## src/rtl/core/b64sc_pkg.sv

```systemverilog
// ----------------------------------------------------------------------------
// b64sc_pkg
// Shared types, constants and alphabet functions of the base64 stream codec.
// ----------------------------------------------------------------------------
package b64sc_pkg;

    // up to four results come out of one item (last byte of a one-byte group)
    localparam int MaxResults = 4;
    localparam int IdxW       = $clog2(MaxResults);
    localparam int CntW       = $clog2(MaxResults + 1);

    localparam logic [7:0] PadChar = 8'h3D;

    typedef enum logic {
        MODE_ENCODE = 1'b0,
        MODE_DECODE = 1'b1
    } mode_t;

    typedef struct packed {
        logic [7:0] out_char;
        logic       has_char;
        logic       end_of_run;
    } result_t;

    // all results caused by one item, in output order
    typedef struct packed {
        result_t [MaxResults-1:0] entry;
        logic [CntW-1:0]          count;
    } burst_t;

    typedef struct packed {
        logic [1:0] group_phase;
        logic [5:0] carry_bits;
        logic       pad_seen;
    } codec_state_t;

    // status of the result buffer, seen by the top level
    typedef struct packed {
        logic can_load;
        logic final_entry;
    } burst_status_t;

    // 6-bit value to alphabet character
    function automatic logic [7:0] enc_char(input logic [5:0] v);
        logic [7:0] c;
        if (v < 6'd26) begin
            c = 8'h41 + {2'b00, v};
        end
        else if (v < 6'd52) begin
            c = 8'h61 + {2'b00, v} - 8'd26;
        end
        else if (v < 6'd62) begin
            c = 8'h30 + {2'b00, v} - 8'd52;
        end
        else if (v == 6'd62) begin
            c = 8'h2B;
        end
        else begin
            c = 8'h2F;
        end
        return c;
    endfunction

    // alphabet character to 6-bit value, anything else maps to zero
    function automatic logic [5:0] dec_value(input logic [7:0] c);
        logic [7:0] v;
        if (c >= 8'h41 && c <= 8'h5A) begin
            v = c - 8'h41;
        end
        else if (c >= 8'h61 && c <= 8'h7A) begin
            v = c - 8'h61 + 8'd26;
        end
        else if (c >= 8'h30 && c <= 8'h39) begin
            v = c - 8'h30 + 8'd52;
        end
        else if (c == 8'h2B) begin
            v = 8'd62;
        end
        else if (c == 8'h2F) begin
            v = 8'd63;
        end
        else begin
            v = 8'd0;
        end
        return v[5:0];
    endfunction

endpackage

```

## src/rtl/core/b64sc_in_if.sv

```systemverilog
// ----------------------------------------------------------------------------
// b64sc_in_if
// Valid/ready channel that carries input items into the codec.
// ----------------------------------------------------------------------------
interface b64sc_in_if;
    logic       valid;
    logic       ready;
    logic [7:0] in_char;
    logic       last_item;

    modport source (output valid, output in_char, output last_item, input ready);
    modport sink   (input valid, input in_char, input last_item, output ready);
endinterface

```

## src/rtl/core/b64sc_out_if.sv

```systemverilog
// ----------------------------------------------------------------------------
// b64sc_out_if
// Valid/ready channel that carries result items out of the codec.
// ----------------------------------------------------------------------------
interface b64sc_out_if;
    logic       valid;
    logic       ready;
    logic [7:0] out_char;
    logic       has_char;
    logic       end_of_run;

    modport source (output valid, output out_char, output has_char, output end_of_run,
                    input ready);
    modport sink   (input valid, input out_char, input has_char, input end_of_run,
                    output ready);
endinterface

```

## src/rtl/core/base64_stream_codec.sv

```systemverilog
// ----------------------------------------------------------------------------
// base64_stream_codec
// Base64 encoder/decoder over a byte stream, standard alphabet with padding.
// ----------------------------------------------------------------------------
// output: first result of an item is offered in the cycle after the item is taken
// throughput: one item per cycle while each item gives at most one result and the
//   result port is not stalled; an item with more results holds the single result port
//   until all of its results have left
// reset: mode goes to encode, group state clears, result buffer empties
module base64_stream_codec (
    input  logic        clk,
    input  logic        rst_n,
    input  logic        mode_we,
    input  logic        mode_wdata,
    b64sc_in_if.sink    item_chan,
    b64sc_out_if.source result_chan
);

    // mode register; the user must write it only while the codec is idle, the block does not enforce this
    b64sc_pkg::mode_t        mode_reg;
    // group state carried from one item to the next
    b64sc_pkg::codec_state_t state_reg;
    b64sc_pkg::codec_state_t state_next;

    b64sc_pkg::burst_t        item_burst;
    b64sc_pkg::burst_status_t burst_status;
    logic                     accept;

    // a new item is taken when the buffer is empty or its last result leaves now
    assign item_chan.ready = burst_status.can_load;
    assign accept          = item_chan.valid && item_chan.ready;

    // per-item combinational work: results and next group state
    b64sc_step u_step (
        .mode      (mode_reg),
        .cur       (state_reg),
        .in_char   (item_chan.in_char),
        .last_item (item_chan.last_item),
        .nxt       (state_next),
        .burst     (item_burst)
    );

    // result buffer that drains one result per cycle while the result port is ready
    b64sc_burst u_burst (
        .clk         (clk),
        .rst_n       (rst_n),
        .load        (accept),
        .load_burst  (item_burst),
        .status      (burst_status),
        .result_chan (result_chan)
    );

    // a mode write also restarts the group
    always_ff @(posedge clk or negedge rst_n)
    begin
        if (!rst_n) begin
            mode_reg  <= b64sc_pkg::MODE_ENCODE;
            state_reg <= '0;
        end
        else if (mode_we) begin
            mode_reg  <= b64sc_pkg::mode_t'(mode_wdata);
            state_reg <= '0;
        end
        else if (accept) begin
            state_reg <= state_next;
        end
    end

    // end of run only ever leaves with the last buffered result
    assert property (@(posedge clk) disable iff (!rst_n)
        result_chan.valid && result_chan.end_of_run |-> burst_status.final_entry)
        else $error("end_of_run on a result that is not the last of its item");

    // encoding never gives a bare end marker
    assert property (@(posedge clk) disable iff (!rst_n)
        result_chan.valid && mode_reg == b64sc_pkg::MODE_ENCODE |-> result_chan.has_char)
        else $error("encode result without a character");

    // the final item of a message leaves the group state cleared
    assert property (@(posedge clk) disable iff (!rst_n)
        accept && item_chan.last_item |=> state_reg == '0)
        else $error("group state not cleared after the last item");

    // an empty result buffer always takes the next item
    assert property (@(posedge clk) disable iff (!rst_n)
        !result_chan.valid |-> item_chan.ready)
        else $error("input stalled while no result is pending");

endmodule

```

## src/rtl/core/b64sc_step.sv

```systemverilog
// ----------------------------------------------------------------------------
// b64sc_step
// Per-item codec logic: results of one item and the next group state.
// ----------------------------------------------------------------------------
module b64sc_step (
    input  b64sc_pkg::mode_t        mode,
    input  b64sc_pkg::codec_state_t cur,
    input  logic [7:0]              in_char,
    input  logic                    last_item,
    output b64sc_pkg::codec_state_t nxt,
    output b64sc_pkg::burst_t       burst
);

    always_comb
    begin
        logic [b64sc_pkg::CntW-1:0] n;
        logic [5:0]                 v;
        b64sc_pkg::codec_state_t    s;

        n     = '0;
        s     = cur;
        v     = b64sc_pkg::dec_value(in_char);
        burst = '0;

        if (mode == b64sc_pkg::MODE_ENCODE) begin
            case (cur.group_phase)
                2'd0:
                begin
                    burst.entry[n[b64sc_pkg::IdxW-1:0]] =
                        '{b64sc_pkg::enc_char(in_char[7:2]), 1'b1, 1'b0};
                    n = n + b64sc_pkg::CntW'(1);
                    s.carry_bits  = {in_char[1:0], 4'b0000};
                    s.group_phase = 2'd1;
                end
                2'd1:
                begin
                    burst.entry[n[b64sc_pkg::IdxW-1:0]] =
                        '{b64sc_pkg::enc_char({cur.carry_bits[5:4], in_char[7:4]}), 1'b1, 1'b0};
                    n = n + b64sc_pkg::CntW'(1);
                    s.carry_bits  = {in_char[3:0], 2'b00};
                    s.group_phase = 2'd2;
                end
                default:
                begin
                    burst.entry[n[b64sc_pkg::IdxW-1:0]] =
                        '{b64sc_pkg::enc_char({cur.carry_bits[5:2], in_char[7:6]}), 1'b1, 1'b0};
                    n = n + b64sc_pkg::CntW'(1);
                    burst.entry[n[b64sc_pkg::IdxW-1:0]] =
                        '{b64sc_pkg::enc_char(in_char[5:0]), 1'b1, 1'b0};
                    n = n + b64sc_pkg::CntW'(1);
                    s.carry_bits  = '0;
                    s.group_phase = 2'd0;
                end
            endcase
            if (last_item) begin
                // flush leftover bits, then pad the group out to four
                if (s.group_phase != 2'd0) begin
                    burst.entry[n[b64sc_pkg::IdxW-1:0]] =
                        '{b64sc_pkg::enc_char(s.carry_bits), 1'b1, 1'b0};
                    n = n + b64sc_pkg::CntW'(1);
                    burst.entry[n[b64sc_pkg::IdxW-1:0]] = '{b64sc_pkg::PadChar, 1'b1, 1'b0};
                    n = n + b64sc_pkg::CntW'(1);
                end
                if (s.group_phase == 2'd1) begin
                    burst.entry[n[b64sc_pkg::IdxW-1:0]] = '{b64sc_pkg::PadChar, 1'b1, 1'b0};
                    n = n + b64sc_pkg::CntW'(1);
                end
            end
        end
        else begin
            if (in_char == b64sc_pkg::PadChar) begin
                s.pad_seen = 1'b1;
            end
            else if (!cur.pad_seen) begin
                case (cur.group_phase)
                    2'd0:
                    begin
                        s.carry_bits  = v;
                        s.group_phase = 2'd1;
                    end
                    2'd1:
                    begin
                        burst.entry[n[b64sc_pkg::IdxW-1:0]] =
                            '{{cur.carry_bits, v[5:4]}, 1'b1, 1'b0};
                        n = n + b64sc_pkg::CntW'(1);
                        s.carry_bits  = {2'b00, v[3:0]};
                        s.group_phase = 2'd2;
                    end
                    2'd2:
                    begin
                        burst.entry[n[b64sc_pkg::IdxW-1:0]] =
                            '{{cur.carry_bits[3:0], v[5:2]}, 1'b1, 1'b0};
                        n = n + b64sc_pkg::CntW'(1);
                        s.carry_bits  = {4'b0000, v[1:0]};
                        s.group_phase = 2'd3;
                    end
                    default:
                    begin
                        burst.entry[n[b64sc_pkg::IdxW-1:0]] =
                            '{{cur.carry_bits[1:0], v}, 1'b1, 1'b0};
                        n = n + b64sc_pkg::CntW'(1);
                        s.carry_bits  = '0;
                        s.group_phase = 2'd0;
                    end
                endcase
            end
            if (last_item && n == '0) begin
                // bare end marker
                burst.entry[n[b64sc_pkg::IdxW-1:0]] = '{8'h00, 1'b0, 1'b0};
                n = n + b64sc_pkg::CntW'(1);
            end
        end

        if (last_item) begin
            burst.entry[b64sc_pkg::IdxW'(n - b64sc_pkg::CntW'(1))].end_of_run = 1'b1;
            s = '0;
        end

        burst.count = n;
        nxt         = s;
    end

endmodule

```

## src/rtl/core/b64sc_burst.sv

```systemverilog
// ----------------------------------------------------------------------------
// b64sc_burst
// Result buffer: holds the results of one item and sends them out in order.
// ----------------------------------------------------------------------------
module b64sc_burst (
    input  logic                     clk,
    input  logic                     rst_n,
    input  logic                     load,
    input  b64sc_pkg::burst_t        load_burst,
    output b64sc_pkg::burst_status_t status,
    b64sc_out_if.source              result_chan
);

    b64sc_pkg::result_t [b64sc_pkg::MaxResults-1:0] entry_reg;
    logic [b64sc_pkg::CntW-1:0]                     count_reg;
    logic [b64sc_pkg::IdxW-1:0]                     idx_reg;

    logic take;
    logic last_take;
    logic final_entry;

    assign final_entry = ({1'b0, idx_reg} == count_reg - b64sc_pkg::CntW'(1));
    assign take        = result_chan.valid && result_chan.ready;
    assign last_take   = take && final_entry;

    assign status.can_load    = (count_reg == '0) || last_take;
    assign status.final_entry = final_entry;

    assign result_chan.valid      = (count_reg != '0);
    assign result_chan.out_char   = entry_reg[idx_reg].out_char;
    assign result_chan.has_char   = entry_reg[idx_reg].has_char;
    assign result_chan.end_of_run = entry_reg[idx_reg].end_of_run;

    always_ff @(posedge clk or negedge rst_n)
    begin
        if (!rst_n) begin
            count_reg <= '0;
            idx_reg   <= '0;
        end
        else if (load) begin
            count_reg <= load_burst.count;
            idx_reg   <= '0;
        end
        else if (last_take) begin
            count_reg <= '0;
            idx_reg   <= '0;
        end
        else if (take) begin
            idx_reg <= idx_reg + b64sc_pkg::IdxW'(1);
        end
    end

    always_ff @(posedge clk)
    begin
        if (load) begin
            entry_reg <= load_burst.entry;
        end
    end

endmodule
```

## src/flat_wrapper.sv

```systemverilog
// flat-port wrapper written by rule: the top's interface ports become plain ports
module base64_stream_codec_flat 
  (clk, rst_n, mode_we, mode_wdata, item_chan_valid, item_chan_in_char, item_chan_last_item, item_chan_ready, result_chan_valid, result_chan_out_char, result_chan_has_char, result_chan_end_of_run, result_chan_ready);
  b64sc_in_if item_chan_i ();
  b64sc_out_if result_chan_i ();
  input  logic clk;
  input  logic rst_n;
  input  logic mode_we;
  input  logic mode_wdata;
  input wire logic [$bits(item_chan_i.valid)-1:0] item_chan_valid;
  input wire logic [$bits(item_chan_i.in_char)-1:0] item_chan_in_char;
  input wire logic [$bits(item_chan_i.last_item)-1:0] item_chan_last_item;
  output wire logic [$bits(item_chan_i.ready)-1:0] item_chan_ready;
  output wire logic [$bits(result_chan_i.valid)-1:0] result_chan_valid;
  output wire logic [$bits(result_chan_i.out_char)-1:0] result_chan_out_char;
  output wire logic [$bits(result_chan_i.has_char)-1:0] result_chan_has_char;
  output wire logic [$bits(result_chan_i.end_of_run)-1:0] result_chan_end_of_run;
  input wire logic [$bits(result_chan_i.ready)-1:0] result_chan_ready;
  assign item_chan_i.valid = item_chan_valid;
  assign item_chan_i.in_char = item_chan_in_char;
  assign item_chan_i.last_item = item_chan_last_item;
  assign item_chan_ready = item_chan_i.ready;
  assign result_chan_valid = result_chan_i.valid;
  assign result_chan_out_char = result_chan_i.out_char;
  assign result_chan_has_char = result_chan_i.has_char;
  assign result_chan_end_of_run = result_chan_i.end_of_run;
  assign result_chan_i.ready = result_chan_ready;
  base64_stream_codec u_core (.clk(clk), .rst_n(rst_n), .mode_we(mode_we), .mode_wdata(mode_wdata), .item_chan(item_chan_i), .result_chan(result_chan_i));
endmodule
```

## config.mk

```make
export PLATFORM = sky130hd
export DESIGN_NAME = base64_stream_codec_flat
export DESIGN_NICKNAME = d
export VERILOG_FILES = /design/src/rtl/core/b64sc_pkg.sv /design/src/rtl/core/b64sc_in_if.sv /design/src/rtl/core/b64sc_out_if.sv /design/src/rtl/core/base64_stream_codec.sv /design/src/rtl/core/b64sc_step.sv /design/src/rtl/core/b64sc_burst.sv /design/src/flat_wrapper.sv
export SDC_FILE = /design/constraint.sdc
export NUM_CORES = 1
export LEC_CHECK = 0
export BUFFER_PORTS_ARGS = -buffer_cell sky130_fd_sc_hd__buf_2
export CAP_MARGIN = 30
export CELL_PAD_IN_SITES_DETAIL_PLACEMENT = 0
export CELL_PAD_IN_SITES_GLOBAL_PLACEMENT = 1
export CORE_ASPECT_RATIO = 0.5
export CORE_MARGIN = 3
export CORE_UTILIZATION = 40
export CTS_BUF_LIST = sky130_fd_sc_hd__clkbuf_4
export CTS_CLUSTER_DIAMETER = 30
export DETAILED_ROUTE_END_ITERATION = 8
export HOLD_SLACK_MARGIN = 0.1
export PLACE_DENSITY = 0.78
export SYNTH_ARGS = -nofsm -noshare
export SYNTH_HDL_FRONTEND = slang
export SYNTH_SLANG_ARGS = --single-unit
```

## constraint.sdc

```tcl
create_clock -name clk -period 5.65 [get_ports clk]
set_input_delay 1.13 -clock clk [delete_from_list [all_inputs] [get_ports clk]]
set_output_delay 1.13 -clock clk [all_outputs]
set_load 0.02 [all_outputs]
```

==> out/qor.txt, run 1 <==
RUN STATUS
--------------------------------------------------------------------------------------
Result of the run                                                         finished clean

YOSYS
--------------------------------------------------------------------------------------
Number of distinct library cells after synthesis                                    80
Register area share after synthesis                                              0.255
Number of warnings printed during yosys synthesis                                    0
Post-synth design cell area                                                  4660 um^2
Fraction of registers with async set or reset after synthesis                    0.357
Main flop type after synthesis                                                edfxtp_1
Number of flops mapped to enable cells by yosys                                     27
Average size of a mapped cell                                                8.10 um^2
Gate count of the mapped netlist                                                   575
Synthesis-stage register bit count                                                  42

GLOBAL ROUTING
--------------------------------------------------------------------------------------
Antenna violations before repair                                                     1
Maximum number of pins on one net before global-route repair                        34
Global-route wire length before repair                                        23500 um
Global route total overflow                                                          0
Vias in the first global route                                                    4145
GRT Util Overall                                                                 0.229

CTS
--------------------------------------------------------------------------------------
CTS max path bufs                                                                    2
H-tree Lvls                                                                          2
Number of post-CTS setup repair buffers                                              0
Clock sinks                                                                         42
CTS Buf Count                                                                        5
Clock slew at the register clock pins of the worst setup and hold paths        0.14 ns
Clock latency on the worst-skew pair                                           0.37 ns
Clk Tree Root Cell                                                            clkbuf_4
PostCTS Resize Cnt                                                                   0
Hold buffer count at cts                                                             0
CTS tree                                                                          done

LAYOUT
--------------------------------------------------------------------------------------
Most common library cell in the layout ignoring fill and taps                  nand2_1
Diodes inserted                                                                      0
Commonest cells after routing, fill and taps aside                        nand2_1 (51), o21ai_0 (46), a21oi_1 (38), nor2_1 (30), ha_1 (30)
Layout overhead on the synthesized area                                          5.37%
Layout fillers                                                                    1149
Combined area of the multi-input logic cells                                 3170 um^2
Max reg flops                                                                       27
# nets final                                                                       612
FF/Latch Area                                                                1190 um^2
Proportion of layout cells with a drive suffix above 1                           0.111

ROUTING
--------------------------------------------------------------------------------------
DRC violations left                                                                  0
Router iterations before antenna repair                                              5
Drt wl/cell                                                                    20.4 um
Detailed router's first-iteration violation count                                  600
Post-detailed-routing wire length                                             14800 um
Via count                                                                         4581
Residual antenna-violating net count after detailed routing                          0
DR vias/cell                                                                      6.30

DIE
--------------------------------------------------------------------------------------
DIE AREA                                                                    13100 um^2
Initial core utilization                                                         0.416
Number of placement rows                                                            27
DIE HEIGHT                                                                     82.3 um
Die Wd                                                                          159 um
Num ports                                                                           27
Area inside the core boundary                                               11200 um^2

HOLD PATH
--------------------------------------------------------------------------------------
Hold path startpoint                                                      u_core.u_burst.count_reg[1]
Hold Path Sink                                                            u_core.u_burst.count_reg[1]
Worst hold path cell count                                                           1
Path category of the worst min-delay check                                     reg2reg

POWER
--------------------------------------------------------------------------------------
Worst vdd rail ir drop                                                      0.000192 V
LEAKAGE                                                                        1.83 nW
PD cells                                                                   308 nW/um^2
Total power after layout                                                       1.51 mW

FLOW RUN
--------------------------------------------------------------------------------------
Max-capacitance violation count                                                      0

CRITICAL PATH
--------------------------------------------------------------------------------------
Critical path endpoint category                                               register
Type of the worst setup path                                                    in2reg
Required time of the critical path                                             5.78 ns
Data arrival time of the critical path                                         4.06 ns
Beginning of the worst register-to-register path                          u_core.state_reg[7]
Register-to-Register Setup Slack                                               2.74 ns
Endpoint of the worst register-to-register path                           u_core.u_burst.entry_reg[7]
Register-to-Register Path Depth                                                      5
Crit Path Max Fanout                                                                27
Worst Setup Start Kind                                                       input pin

STA
--------------------------------------------------------------------------------------
RSZ-0062 raised after global routing                                                no
Time the final worst path needs with I/O delays and setup                      3.93 ns
Pins over their slew limit                                                           0
WHS                                                                           0.516 ns
Setup violation total in the final timing report                                     0
Transition time at the pin with the least slew margin                          1.01 ns
Post-route setup TNS                                                              0 ns
Max Freq                                                                     0.255 GHz
Relative slew margins                                                            0.322
Final count of hold timing violations                                                0
Clk_skew                                                                     0.0261 ns
Fin crit share                                                                   0.695

PLACEMENT
--------------------------------------------------------------------------------------
Detailed Place HPWL                                                           10800 um
Final weighted congestion in routability-driven placement                        0.967
Count of buffers inserted at the top-level ports                                    26

-- how the worst max path moves through the flow --
stage | startpoint | to | slack, ns
after detailed placement | item_chan_in_char[4] | u_core.u_burst.entry_reg[6] | 1.47
final | item_chan_in_char[5] | u_core.u_burst.entry_reg[2] | 1.72
after global placement | item_chan_in_char[4] | u_core.u_burst.entry_reg[6] | 1.37
after floorplan | item_chan_in_char[7] | u_core.u_burst.entry_reg[3] | 1.95
after global routing | item_chan_in_char[4] | u_core.u_burst.entry_reg[6] | 1.36
after CTS | item_chan_in_char[4] | u_core.u_burst.entry_reg[6] | 1.88
-- power breakdown --
group          switching, mW  internal, mW
clock network          0.101        0.0929
registers             0.0884         0.441
logic                  0.515         0.274
total                  0.704         0.808
-- critical path, stage by stage --
cell	delay (ns)
buf_2	0.44
ha_1	0.66
nor2_1	0.15
nor4b_2	0.70
nand2_1	0.21
a31oi_1	0.20
a31oi_1	0.16
a221oi_1	0.29
o22ai_1	0.10
-- per-stage QoR --
step                      cells  utilization  cell area [um^2]  setup slack (ns)
after floorplan             577            -              4660              1.95
after global placement      719        0.431              4820              1.37
after detailed placement    719        0.431              4820              1.47
after CTS                   727        0.439              4910              1.88
after global routing        727        0.439              4910              1.36
final                       727        0.439              4910              1.72
-- area by class of cell --
cell class                 count  share of cell area
clock buffer                   5             0.00765
clock inverter                 3             0.00918
inverter                      28              0.0214
multi-input combinational    460               0.647
sequential                    42               0.242
tap                          159              0.0405
timing repair buffer          30              0.0326
-- Yosys cell counts, types with 4 or more instances --
| cell | instances | area (um^2) |
|---|---|---|
| a21oi_1 | 38 | 190 |
| nor2b_1 | 6 | 37.5 |
| nor2_1 | 30 | 113 |
| a221o_1 | 4 | 40.0 |
| o2111ai_1 | 5 | 43.8 |
| nand2b_1 | 9 | 56.3 |
| a31oi_1 | 14 | 87.6 |
| a22oi_1 | 5 | 37.5 |
| clkbuf_1 | 31 | 116 |
| and2_1 | 8 | 50.1 |
| inv_1 | 28 | 105 |
| edfxtp_1 | 27 | 811 |
| xnor2_1 | 13 | 114 |
| nand4_1 | 6 | 37.5 |
| a221oi_1 | 11 | 96.3 |
| a211oi_1 | 14 | 105 |
| or2_2 | 4 | 25.0 |
| a311oi_1 | 4 | 35.0 |
| or3_1 | 5 | 31.3 |
| o21ai_0 | 46 | 230 |
| buf_2 | 12 | 60.1 |
| o31ai_1 | 5 | 37.5 |
| nand2_1 | 51 | 191 |
| mux2i_1 | 7 | 70.1 |
| and3_1 | 7 | 43.8 |
| o22ai_1 | 8 | 50.1 |
| xor2_1 | 6 | 52.6 |
| ha_1 | 30 | 375 |
| nand3_1 | 14 | 70.1 |
| o211ai_1 | 17 | 128 |
| nor4_1 | 5 | 31.3 |
| dfrtp_1 | 15 | 375 |
| a21o_1 | 9 | 67.6 |
| nor3_1 | 15 | 75.1 |
-- metal layers --
| layer | GRT usage | up-vias | share of wire |
|---|---|---|---|
| li1 | - | 2175 | - |
| met1 | 0.349 | 2175 | 0.50 |
| met2 | 0.337 | 207 | 0.41 |
| met3 | 0.0385 | 22 | 0.083 |
| met4 | 0.0455 | 2 | 0.014 |
| met5 | 0 | - | 0.00088 |
-- cell families (layout without fill, tap and decap cells) --
| family | count (synthesis) | after routing | share of synthesized area |
|---|---|---|---|
| xor gates and xnor gates | 19 | 19 | 0.0357 |
| DFF | 42 | 42 | 0.255 |
| other | 1 | 3 | 0.000805 |
| muxes | 9 | 9 | 0.0223 |
| buffers and inverters | 75 | 66 | 0.0653 |
| AOI/OAI and AO/OA | 220 | 220 | 0.339 |
| and+or+nand+nor | 179 | 179 | 0.202 |
| adders and majority gates | 30 | 30 | 0.0806 |
Note: power is estimated with default switching activity, not from simulation.
==> run 2, diff against run 1 <==
Clock period 5.65 ns to 3.62 ns, I/O delays scaled along.
==> run 2 against run 1 <==
Effect of this change: die area did not move; register-to-register slack lost 2.0 ns; clock-buffer cell count unchanged; clock power rose by 16%; clock skew fell by 0.020 ns; utilization grew 1.7 points; routed wire length grew 1.9%; largest power group unchanged.
==> out/qor.txt, run 2 (synthesis results as in run 1) <==
GLOBAL ROUTING
--------------------------------------------------------------------------------------
Maximum number of pins on one net before global-route repair                        33
Global route total overflow                                                          0
Global-route wire length before repair                                        23700 um
Antenna violations before repair                                                     0
Vias in the first global route                                                    4175
GRT Util Overall                                                                 0.231

STA
--------------------------------------------------------------------------------------
Fin crit share                                                                   0.841
Setup violation total in the final timing report                                     0
Pins over their slew limit                                                           0
Final count of hold timing violations                                                0
Time the final worst path needs with I/O delays and setup                      3.04 ns
Post-route setup TNS                                                              0 ns
Relative slew margins                                                            0.294
Clk_skew                                                                    0.00652 ns
RSZ-0062 raised after global routing                                                no
Max Freq                                                                     0.329 GHz
Transition time at the pin with the least slew margin                          1.06 ns
Post-route worst setup slack                                                  0.576 ns
WHS                                                                           0.266 ns

POWER
--------------------------------------------------------------------------------------
PD cells                                                                   456 nW/um^2
Internal cell power                                                            1.22 mW
Clock network fraction of design power                                           0.096
Share of total power in combinational logic                                      0.569
Worst vdd rail ir drop                                                      0.000230 V
LEAKAGE                                                                        1.97 nW
Proportion of power drawn by flip-flops and latches                              0.335
Sw power                                                                       1.10 mW
Switching part of the total power                                                0.473

DIE
--------------------------------------------------------------------------------------
Initial core utilization                                                         0.416
Number of placement rows                                                            27
Area inside the core boundary                                               11200 um^2
Die Wd                                                                          159 um
DIE AREA                                                                    13100 um^2
DIE HEIGHT                                                                     82.3 um
Num ports                                                                           27

CRITICAL PATH
--------------------------------------------------------------------------------------
Required time of the critical path                                             3.69 ns
Type of the worst setup path                                                    in2reg
Beginning of the worst register-to-register path                          u_core.state_reg[3]
Data arrival time of the critical path                                         3.11 ns
Register-to-Register Setup Slack                                               0.77 ns
Crit Path Max Fanout                                                                11
Worst Setup Start Kind                                                       input pin
Critical path endpoint category                                               register
Register-to-Register Path Depth                                                      7
Endpoint of the worst register-to-register path                           u_core.u_burst.entry_reg[7]

PLACEMENT
--------------------------------------------------------------------------------------
Setup slack after placement                                                   0.301 ns
Detailed Place HPWL                                                           11300 um
Final weighted congestion in routability-driven placement                        0.949
Count of buffers inserted at the top-level ports                                    26

LAYOUT
--------------------------------------------------------------------------------------
Commonest cells after routing, fill and taps aside                        nand2_1 (51), o21ai_0 (46), a21oi_1 (38), buf_4 (33)
Diodes inserted                                                                      0
Layout overhead on the synthesized area                                          9.43%
# nets final                                                                       641
Proportion of layout cells with a drive suffix above 1                           0.152
Most common library cell in the layout ignoring fill and taps                  nand2_1
Max reg flops                                                                       27

ROUTING
--------------------------------------------------------------------------------------
Via count                                                                         4731
Post-detailed-routing wire length                                             15100 um
Drt wl/cell                                                                    20.0 um
Router iterations before antenna repair                                              6
Max Used Layer                                                                    met4
Wire length on met1                                                            7180 um
Met3 WL post-DR                                                                1520 um
Detailed router's first-iteration violation count                                  824
Residual antenna-violating net count after detailed routing                          0
DR vias/cell                                                                      6.26
DRC violations left                                                                  0
Wire length on met2                                                            6250 um

FLOW RUN
--------------------------------------------------------------------------------------
Max-capacitance violation count                                                      0

CTS
--------------------------------------------------------------------------------------
CTS max path bufs                                                                    2
Number of post-CTS setup repair buffers                                              0
PostCTS Resize Cnt                                                                   0
Clock sinks                                                                         42
Clk Tree Root Cell                                                            clkbuf_4
Clock slew at the register clock pins of the worst setup and hold paths        0.12 ns
H-tree Lvls                                                                          2
CTS Buf Count                                                                        5
CTS tree                                                                          done
Hold buffer count at cts                                                             0
Clock latency on the worst-skew pair                                           0.35 ns

HOLD PATH
--------------------------------------------------------------------------------------
Path category of the worst min-delay check                                    in2async

RUN STATUS
--------------------------------------------------------------------------------------
Result of the run                                                         finished clean

run 2: cell count changes in the layout (fill, tap and decap cells not counted), sizes merged:
cell      change
buf          +29
clkinvlp      -1
clkinv        +2
bufinv        -1
run 2: metrics by stage:
stage | instances | util | power, mW | cell area (um^2)
after floorplan | 577 | - | 1.68 | 4660
after global placement | 748 | 0.451 | 2.08 | 5040
after detailed placement | 748 | 0.451 | 2.09 | 5040
after CTS | 756 | 0.456 | 2.32 | 5100
after global routing | 756 | 0.456 | 2.49 | 5100
final | 756 | 0.456 | 2.32 | 5100
run 2: area by class of cell:
| class | count | area, um^2 |
|---|---|---|
| multi-input cells | 460 | 3170 |
| clock inverters | 3 | 16.3 |
| flip-flops and latches | 42 | 1190 |
| well taps | 159 | 199 |
| clock buffers | 5 | 37.5 |
| fillers | 1117 | 6090 |
| inverters | 28 | 105 |
| repair buffers | 59 | 378 |
run 2: power groups by stage:
stage | Clock (mW) | Sequential [mW] | Combinational (mW)
4_1_cts | 0.229 | 0.777 | 1.31
5_1_grt | 0.249 | 0.794 | 1.45
6_report | 0.223 | 0.777 | 1.32
3_5_place_dp | 0 | 0.788 | 1.31
3_3_place_gp | 0 | 0.785 | 1.30
2_1_floorplan | 0 | 0.739 | 0.937
run 2: worst max path at each step:
stage | from | end | slack [ns] | depth (start not counted)
after floorplan | item_chan_in_char[7] | u_core.u_burst.entry_reg[3] | 0.33 | 12
after global placement | item_chan_in_char[3] | u_core.u_burst.entry_reg[2] | 0.33 | 10
after detailed placement | item_chan_in_char[3] | u_core.u_burst.entry_reg[3] | 0.30 | 10
after CTS | item_chan_in_char[3] | u_core.u_burst.entry_reg[3] | 0.67 | 10
after global routing | item_chan_in_char[3] | u_core.u_burst.entry_reg[3] | 0.44 | 10
final | item_chan_in_char[3] | u_core.u_burst.entry_reg[2] | 0.58 | 10
run 2: worst max-delay path, cell delays in order:
cell      delay [ns]
buf_2           0.20
inv_1           0.13
ha_1            0.29
nor4bb_1        0.18
or4b_1          0.58
o22ai_4         0.25
nor4_1          0.10
nor3_1          0.40
a21o_1          0.18
o22ai_1         0.07
run 2: layer usage:
layer,vias to the layer above,track usage
met2,242,0.343
li1,2236,-
met3,16,0.0463
met5,-,0
met4,0,0.0352
met1,2237,0.350
